<file path="src/sv/qmi_pkg.sv">
// Shared types, constants and ring-index helpers for queue_with_middle_insert.
// No dependencies; every other file imports this package.
package qmi_pkg;

    localparam int CAPACITY   = 1024;
    localparam int HALF_DEPTH = (CAPACITY + 1) / 2;
    localparam int IDX_W      = $clog2(HALF_DEPTH);
    localparam int CNT_W      = $clog2(HALF_DEPTH + 1);
    localparam int TOT_W      = CNT_W + 1;
    localparam int DATA_W     = 32;

    // opcodes
    localparam logic [1:0] OP_PUSH_BACK = 2'd0;
    localparam logic [1:0] OP_PUSH_MID  = 2'd1;
    localparam logic [1:0] OP_POP_FRONT = 2'd2;

    // result status codes
    localparam logic [1:0] STAT_OK    = 2'd0;
    localparam logic [1:0] STAT_EMPTY = 2'd1;
    localparam logic [1:0] STAT_FULL  = 2'd2;

    typedef enum logic {
        S_IDLE,
        S_MOVE
    } seq_state_t;

    typedef struct packed {
        logic              we;
        logic [IDX_W-1:0]  waddr;
        logic [DATA_W-1:0] wdata;
        logic              re;
        logic [IDX_W-1:0]  raddr;
    } ram_req_t;

    typedef struct packed {
        logic signed [DATA_W-1:0] popped;
        logic [1:0]               status;
    } result_t;

    // head + offset, wrapped once (offset never exceeds HALF_DEPTH)
    function automatic logic [IDX_W-1:0] ring_add(input logic [IDX_W-1:0] idx,
                                                   input logic [CNT_W-1:0] ofs);
        logic [CNT_W:0] s;
        s = (CNT_W + 1)'(idx) + (CNT_W + 1)'(ofs);
        if (s >= (CNT_W + 1)'(HALF_DEPTH))
        begin
            s = s - (CNT_W + 1)'(HALF_DEPTH);
        end
        return s[IDX_W-1:0];
    endfunction

    function automatic logic [IDX_W-1:0] ring_prev(input logic [IDX_W-1:0] idx);
        return (idx == '0) ? IDX_W'(HALF_DEPTH - 1) : idx - IDX_W'(1);
    endfunction

endpackage

</file>
<file path="src/sv/qmi_seq.sv">
// Operation sequencer: half-ring pointers and counts, RAM requests, rebalance move.
// Depends on qmi_pkg; drives two qmi_half_ram instances in the top level.
module qmi_seq
    import qmi_pkg::*;
(
    input  logic              clk,
    input  logic              rst_n,
    input  logic              in_valid,
    output logic              in_ready,
    input  logic [1:0]        in_opcode,
    input  logic [DATA_W-1:0] in_value,
    output ram_req_t          front_req,
    output ram_req_t          back_req,
    input  logic [DATA_W-1:0] front_rdata,
    input  logic [DATA_W-1:0] back_rdata,
    output logic              res_valid,
    input  logic              res_ready,
    output result_t           res
);

    seq_state_t state_reg, state_next;

    logic [IDX_W-1:0] fh_reg, fh_next;
    logic [IDX_W-1:0] bh_reg, bh_next;
    logic [CNT_W-1:0] fc_reg, fc_next;
    logic [CNT_W-1:0] bc_reg, bc_next;

    // per-request context carried into the move cycle
    logic              mv_reg;
    logic              fwd_reg;
    logic              pop_ok_reg;
    logic [1:0]        stat_reg;
    logic [IDX_W-1:0]  tail_reg;
    logic [DATA_W-1:0] val_reg;

    logic              accept;
    logic              is_push, is_pop, full, push_ok, pop_ok, mv, fwd;
    logic [TOT_W-1:0]  total;
    logic [IDX_W-1:0]  bwaddr, fh1, bh1, tail;
    logic [CNT_W-1:0]  fc1, bc1;
    logic [1:0]        stat;

    assign accept = in_valid && in_ready;

    // request decode and pointer arithmetic
    always_comb
    begin
        is_push = (in_opcode == OP_PUSH_BACK) || (in_opcode == OP_PUSH_MID);
        is_pop  = (in_opcode == OP_POP_FRONT);
        total   = TOT_W'(fc_reg) + TOT_W'(bc_reg);
        full    = (total >= TOT_W'(CAPACITY)) || (bc_reg >= CNT_W'(HALF_DEPTH));
        push_ok = is_push && !full;
        pop_ok  = is_pop && (fc_reg != '0);
        bwaddr  = (in_opcode == OP_PUSH_MID) ? ring_prev(bh_reg) : ring_add(bh_reg, bc_reg);

        fh1 = fh_reg;
        bh1 = bh_reg;
        fc1 = fc_reg;
        bc1 = bc_reg;
        if (push_ok)
        begin
            bc1 = bc_reg + CNT_W'(1);
            if (in_opcode == OP_PUSH_MID)
            begin
                bh1 = bwaddr;
            end
        end
        else if (pop_ok)
        begin
            fh1 = ring_add(fh_reg, CNT_W'(1));
            fc1 = fc_reg - CNT_W'(1);
        end

        mv   = (push_ok || pop_ok) && (bc1 > fc1) && (fc1 < CNT_W'(HALF_DEPTH));
        // rebalance read hits the entry written this cycle
        fwd  = push_ok && (bh1 == bwaddr);
        tail = ring_add(fh1, fc1);

        priority if (is_push && full)
            stat = STAT_FULL;
        else if (is_pop && !pop_ok)
            stat = STAT_EMPTY;
        else
            stat = STAT_OK;
    end

    // FSM next state and outputs
    always_comb
    begin
        state_next = state_reg;
        in_ready   = 1'b0;
        res_valid  = 1'b0;
        fh_next    = fh_reg;
        bh_next    = bh_reg;
        fc_next    = fc_reg;
        bc_next    = bc_reg;

        back_req.we    = 1'b0;
        back_req.waddr = bwaddr;
        back_req.wdata = in_value;
        back_req.re    = 1'b0;
        back_req.raddr = bh1;

        front_req.we    = 1'b0;
        front_req.waddr = tail_reg;
        front_req.wdata = fwd_reg ? val_reg : back_rdata;
        front_req.re    = 1'b0;
        front_req.raddr = fh_reg;

        res.popped = pop_ok_reg ? $signed(front_rdata) : '0;
        res.status = stat_reg;

        unique case (state_reg)
            S_IDLE:
            begin
                in_ready = 1'b1;
                if (in_valid)
                begin
                    back_req.we  = push_ok;
                    back_req.re  = mv;
                    front_req.re = pop_ok;
                    fh_next = fh1;
                    if (mv)
                    begin
                        bh_next = ring_add(bh1, CNT_W'(1));
                        bc_next = bc1 - CNT_W'(1);
                        fc_next = fc1 + CNT_W'(1);
                    end
                    else
                    begin
                        bh_next = bh1;
                        bc_next = bc1;
                        fc_next = fc1;
                    end
                    state_next = S_MOVE;
                end
            end
            S_MOVE:
            begin
                // the tail write repeats harmlessly while the result stalls
                front_req.we = mv_reg;
                res_valid    = 1'b1;
                if (res_ready)
                begin
                    state_next = S_IDLE;
                end
            end
            default:
            begin
                state_next = S_IDLE;
            end
        endcase
    end

    always_ff @(posedge clk or negedge rst_n)
    begin
        if (!rst_n)
        begin
            state_reg <= S_IDLE;
            fh_reg    <= '0;
            bh_reg    <= '0;
            fc_reg    <= '0;
            bc_reg    <= '0;
        end
        else
        begin
            state_reg <= state_next;
            fh_reg    <= fh_next;
            bh_reg    <= bh_next;
            fc_reg    <= fc_next;
            bc_reg    <= bc_next;
        end
    end

    always_ff @(posedge clk)
    begin
        if (accept)
        begin
            mv_reg     <= mv;
            fwd_reg    <= fwd;
            pop_ok_reg <= pop_ok;
            stat_reg   <= stat;
            tail_reg   <= tail;
            val_reg    <= in_value;
        end
    end

endmodule

</file>
<file path="config.mk">
export PLATFORM = sky130hd
export DESIGN_NAME = qmi_seq
export DESIGN_NICKNAME = d
export VERILOG_FILES = /design/src/sv/qmi_pkg.sv /design/src/sv/qmi_seq.sv
export SDC_FILE = /design/constraint.sdc
export NUM_CORES = 1
export LEC_CHECK = 0
export ABC_AREA = 1
export BUFFER_PORTS_ARGS = -buffer_cell sky130_fd_sc_hd__buf_4
export CAP_MARGIN = 30
export CORE_UTILIZATION = 36
export DETAILED_ROUTE_END_ITERATION = 6
export PLACE_DENSITY = 0.66
export SLEW_MARGIN = 20
export SYNTH_ARGS = -nofsm -noshare
export SYNTH_HDL_FRONTEND = slang
export SYNTH_SLANG_ARGS = --single-unit
</file>
<file path="constraint.sdc">
create_clock -name clk -period 5.25 [get_ports clk]
set_clock_uncertainty 0.2 [all_clocks]
set_input_delay 0.7875 -clock clk [delete_from_list [all_inputs] [get_ports clk]]
set_output_delay 0.7875 -clock clk [all_outputs]
set_load 0.02 [all_outputs]
</file>
==> metrics.txt <==
# TYPE chip_impl_metric gauge
chip_impl_metric{name="routabilityCongestion",unit=""} 0.861
chip_impl_info{name="global_route.peak_usage_layer",value="met2"} 1
chip_impl_metric{name="worst-endpoint-arrival",unit="ps"} 3900
chip_impl_metric{name="synth_seq_cells",unit=""} 85
chip_impl_metric{name="synth_seq_area_share",unit="%"} 32.1
chip_impl_metric{name="global_route_wire_length_before_repair",unit="microns"} 32400
chip_impl_metric{name="yosys_warnings",unit=""} 0
chip_impl_metric{name="hold_viol",unit=""} 0
chip_impl_metric{name="syn_area_per_cell",unit="sq um"} 7.21
chip_impl_metric{name="dpl.hpwl",unit="microns"} 16000
chip_impl_info{name="setup.worst_path.class",value="flip-flop to output port"} 1
chip_impl_metric{name="pwr_density_cell",unit="nW/um^2"} 543
chip_impl_metric{name="route.detailed.vias_per_inst",unit=""} 4.75
chip_impl_metric{name="layout-drive-gt1-share",unit="%"} 27.5
chip_impl_metric{name="num_rows",unit=""} 51
chip_impl_metric{name="final_setup_violating_endpoints",unit=""} 0
chip_impl_metric{name="vdd_ir_drop_max",unit="mV"} 0.500
chip_impl_metric{name="timing.final.max_slew_violations",unit=""} 0
chip_impl_metric{name="dpl_worst_slack",unit="ps"} 696
chip_impl_metric{name="tritoncts_num_sinks",unit=""} 85
chip_impl_metric{name="final_core_util",unit="%"} 48.0
chip_impl_metric{name="postRouteWirelength",unit="microns"} 21400
chip_impl_metric{name="max-slew-margin-rel",unit="%"} 56.3
chip_impl_metric{name="groute.layer.met3.usage",unit="%"} 2.90
chip_impl_metric{name="fillCellCount",unit=""} 1983
chip_impl_metric{name="worst-path-max-fanout",unit=""} 14
chip_impl_info{name="cell_at_the_root_of_the_clock_tree",value="clkbuf_16"} 1
chip_impl_metric{name="post_drt_wl_per_cell",unit="microns"} 14.3
chip_impl_metric{name="start_util",unit="%"} 37.3
chip_impl_metric{name="postCtsSetupRepairBufs",unit=""} 0
chip_impl_metric{name="synth_cells",unit=""} 1019
chip_impl_info{name="worstSetupEndpointType",value="output port"} 1
chip_impl_metric{name="drv.max_cap_violation_count",unit=""} 0
chip_impl_metric{name="number_of_i_o_pins",unit=""} 242
chip_impl_metric{name="dpl_cell_area",unit="sq um"} 9140
chip_impl_metric{name="die_area",unit="sq um"} 21000
chip_impl_metric{name="setup_total_negative_slack",unit="ps"} 0
chip_impl_metric{name="route.detailed.drc",unit=""} 0
chip_impl_metric{name="static-leakage-power",unit="nW"} 5.09
chip_impl_metric{name="antennaDiodeCount",unit=""} 0
chip_impl_info{name="tritoncts",value="yes"} 1
chip_impl_metric{name="fp.dieW",unit="microns"} 145
chip_impl_metric{name="final_critical_path_setup_slack",unit="ps"} 364
chip_impl_metric{name="synthesis.nets",unit=""} 1162
chip_impl_metric{name="design.core.area",unit="sq um"} 19700
chip_impl_metric{name="synth_cell_types",unit=""} 42
chip_impl_metric{name="layout-area-overhead-vs-synth",unit="%"} 28.8
chip_impl_info{name="rsz_0062_raised_after_global_routing",value="no"} 1
chip_impl_metric{name="finalCriticalPeriod",unit="ps"} 4890
chip_impl_metric{name="clock.fmax",unit="MHz"} 205
chip_impl_metric{name="largest_register_ffs",unit=""} 32
chip_impl_metric{name="final.period_utilization",unit="%"} 93.1
chip_impl_metric{name="worst_ep_required_time",unit="ps"} 4260
chip_impl_metric{name="grt_antenna_before_repair",unit=""} 0
chip_impl_metric{name="num_vias",unit=""} 7083
chip_impl_metric{name="holdWs",unit="ps"} 209
chip_impl_metric{name="postRouteAntennaNets",unit=""} 0
chip_impl_metric{name="grt-ovfl-total",unit=""} 0
chip_impl_metric{name="fin_nets",unit=""} 1364
chip_impl_metric{name="drt_pass1_iterations",unit=""} 4
chip_impl_metric{name="met1_layer_usage_reported_by_global_route",unit="%"} 24.6
chip_impl_info{name="outcome",value="complete, no violations"} 1
chip_impl_info{name="startpoint_type",value="flip-flop"} 1
chip_impl_metric{name="grt_max_degree",unit=""} 52
chip_impl_metric{name="port_buffer_count",unit=""} 241
chip_impl_metric{name="gr-usage-met2",unit="%"} 36.2
chip_impl_metric{name="die_height",unit="microns"} 145
chip_impl_metric{name="detailed_route_iter0_violations",unit=""} 443
chip_impl_metric{name="clock_latency",unit="ps"} 350
chip_impl_metric{name="seqCellArea",unit="sq um"} 2360
chip_impl_metric{name="synth_area",unit="sq um"} 7350
chip_impl_metric{name="first_global_vias",unit=""} 6499
chip_impl_metric{name="multiInputGateArea",unit="sq um"} 4040
chip_impl_metric{name="grt_use_total",unit="%"} 20.1
chip_impl_metric{name="cts-root-to-sink-buffers",unit=""} 2
chip_impl_metric{name="finish.instance_area",unit="sq um"} 9460
chip_impl_metric{name="htreeDepth",unit=""} 3
chip_impl_metric{name="cts.clk_slew.worst_paths",unit="ps"} 70
chip_impl_info{name="worst_hold_path_type",value="input port to async pin"} 1
chip_impl_metric{name="cts_buffers",unit=""} 9
chip_impl_metric{name="max_slew.worst_pin.slew",unit="ps"} 656
-- routing by layer --
layer	vias to the layer above	share of wire [%]	routed length, microns
met5	-	0	0
met2	226	50	10600
met3	22	6.0	1290
li1	3607	-	-
met4	0	1.7	360
met1	3228	43	9120
-- report_power, final --
group          switching (mW)  leakage [nW]  internal (mW)
clock network           0.295         0.146          0.375
registers               0.219         0.944          0.886
logic                    2.16          4.00           1.20
total                    2.68          5.09           2.46
-- final cells by class --
| type | instances | area share, % |
|---|---|---|
| repair buffers | 252 | 20.1 |
| well taps | 265 | 3.50 |
| flip-flops and latches | 85 | 24.9 |
| multi-input cells | 731 | 42.7 |
| clock buffers | 9 | 2.38 |
| inverters | 142 | 5.63 |
| clock inverters | 7 | 0.833 |
-- synth_stat cells (all sizes together) --
master	count	area, sq um
or2	5	31.3
edfxtp	46	1380
o21ai	38	209
nor3	7	40.0
and2	1	6.26
buf	51	383
mux2	32	360
nor2	63	257
o21bai	2	15.0
nand3b	4	30.0
o31a	1	8.76
a211oi	1	7.51
xor2	45	420
a21oi	14	70.1
nor4	3	18.8
inv	142	533
dfrtp	39	976
nand3	83	425
xnor2	10	95.1
nand2	359	1370
o311ai	1	8.76
fa	3	60.1
clkbuf	10	37.5
a31oi	5	31.3
nand4	16	100
ha	38	475
-- path summary, 6_finish.rpt --
path | from | to | slack (ps) | depth (start not counted)
max in group asynchronous | rst_n | bc_reg[0] | 4230 | 1
worst min register to register | bh_reg[6] | bh_reg[6] | 340 | 2
min in group clk | bh_reg[6] | bh_reg[6] | 340 | 2
worst max register to register | bc_reg[0] | fc_reg[1] | 990 | 26
worst min-delay path | rst_n | fh_reg[6] | 210 | 1
worst max-delay path | bc_reg[0] | back_req[9] | 360 | 25
-- kinds of logic after synthesis --
family / share of synthesized area [%]
AOI/OAI and AO/OA: 4.77
muxes: 4.90
xor gates and xnor gates: 7.02
adders and majority gates: 7.29
DFF: 32.1
buffers and inverters: 13.0
and+or+nand+nor: 31.0
-- worst max-delay path: stages, from the launching register on --
cell	delay (ps)
dfrtp_2	480
ha_1	220
fa_1	360
nand2_1	70
nand2_1	50
nand2_1	60
nand2_1	60
nand2_2	90
nand3_1	80
buf_4	210
inv_1	180
nand2_1	70
o21ai_0	170
inv_1	140
ha_1	320
nand2_1	60
nor2_1	110
nand2_1	80
nor2_2	120
nand3_1	80
nand2_1	80
inv_2	30
nand2_2	50
nand2_1	100
nor2_1	130
buf_4	170
-- cell usage in the layout (no fill, tap or decap), drive strengths merged, types with 16 or more instances in the layout --
cell,count
xor2,45
nor2,63
nand2,359
dfrtp,39
buf,252
ha,38
o21ai,38
nand3,83
inv,145
mux2,32
edfxtp,46
nand4,16
-- repair_timing --
action,in CTS,in global routing
resized for setup,0,1
hold buffers,0,0
endpoints found under the setup margin,0,1
-- metrics by stage --
stage / cells / total power, mW
after floorplan: 1019 / 3.50
after global placement: 1474 / 4.43
after detailed placement: 1474 / 4.46
after CTS: 1490 / 5.16
after global routing: 1491 / 5.62
final: 1491 / 5.14
Power figures use the tool's default switching activity.
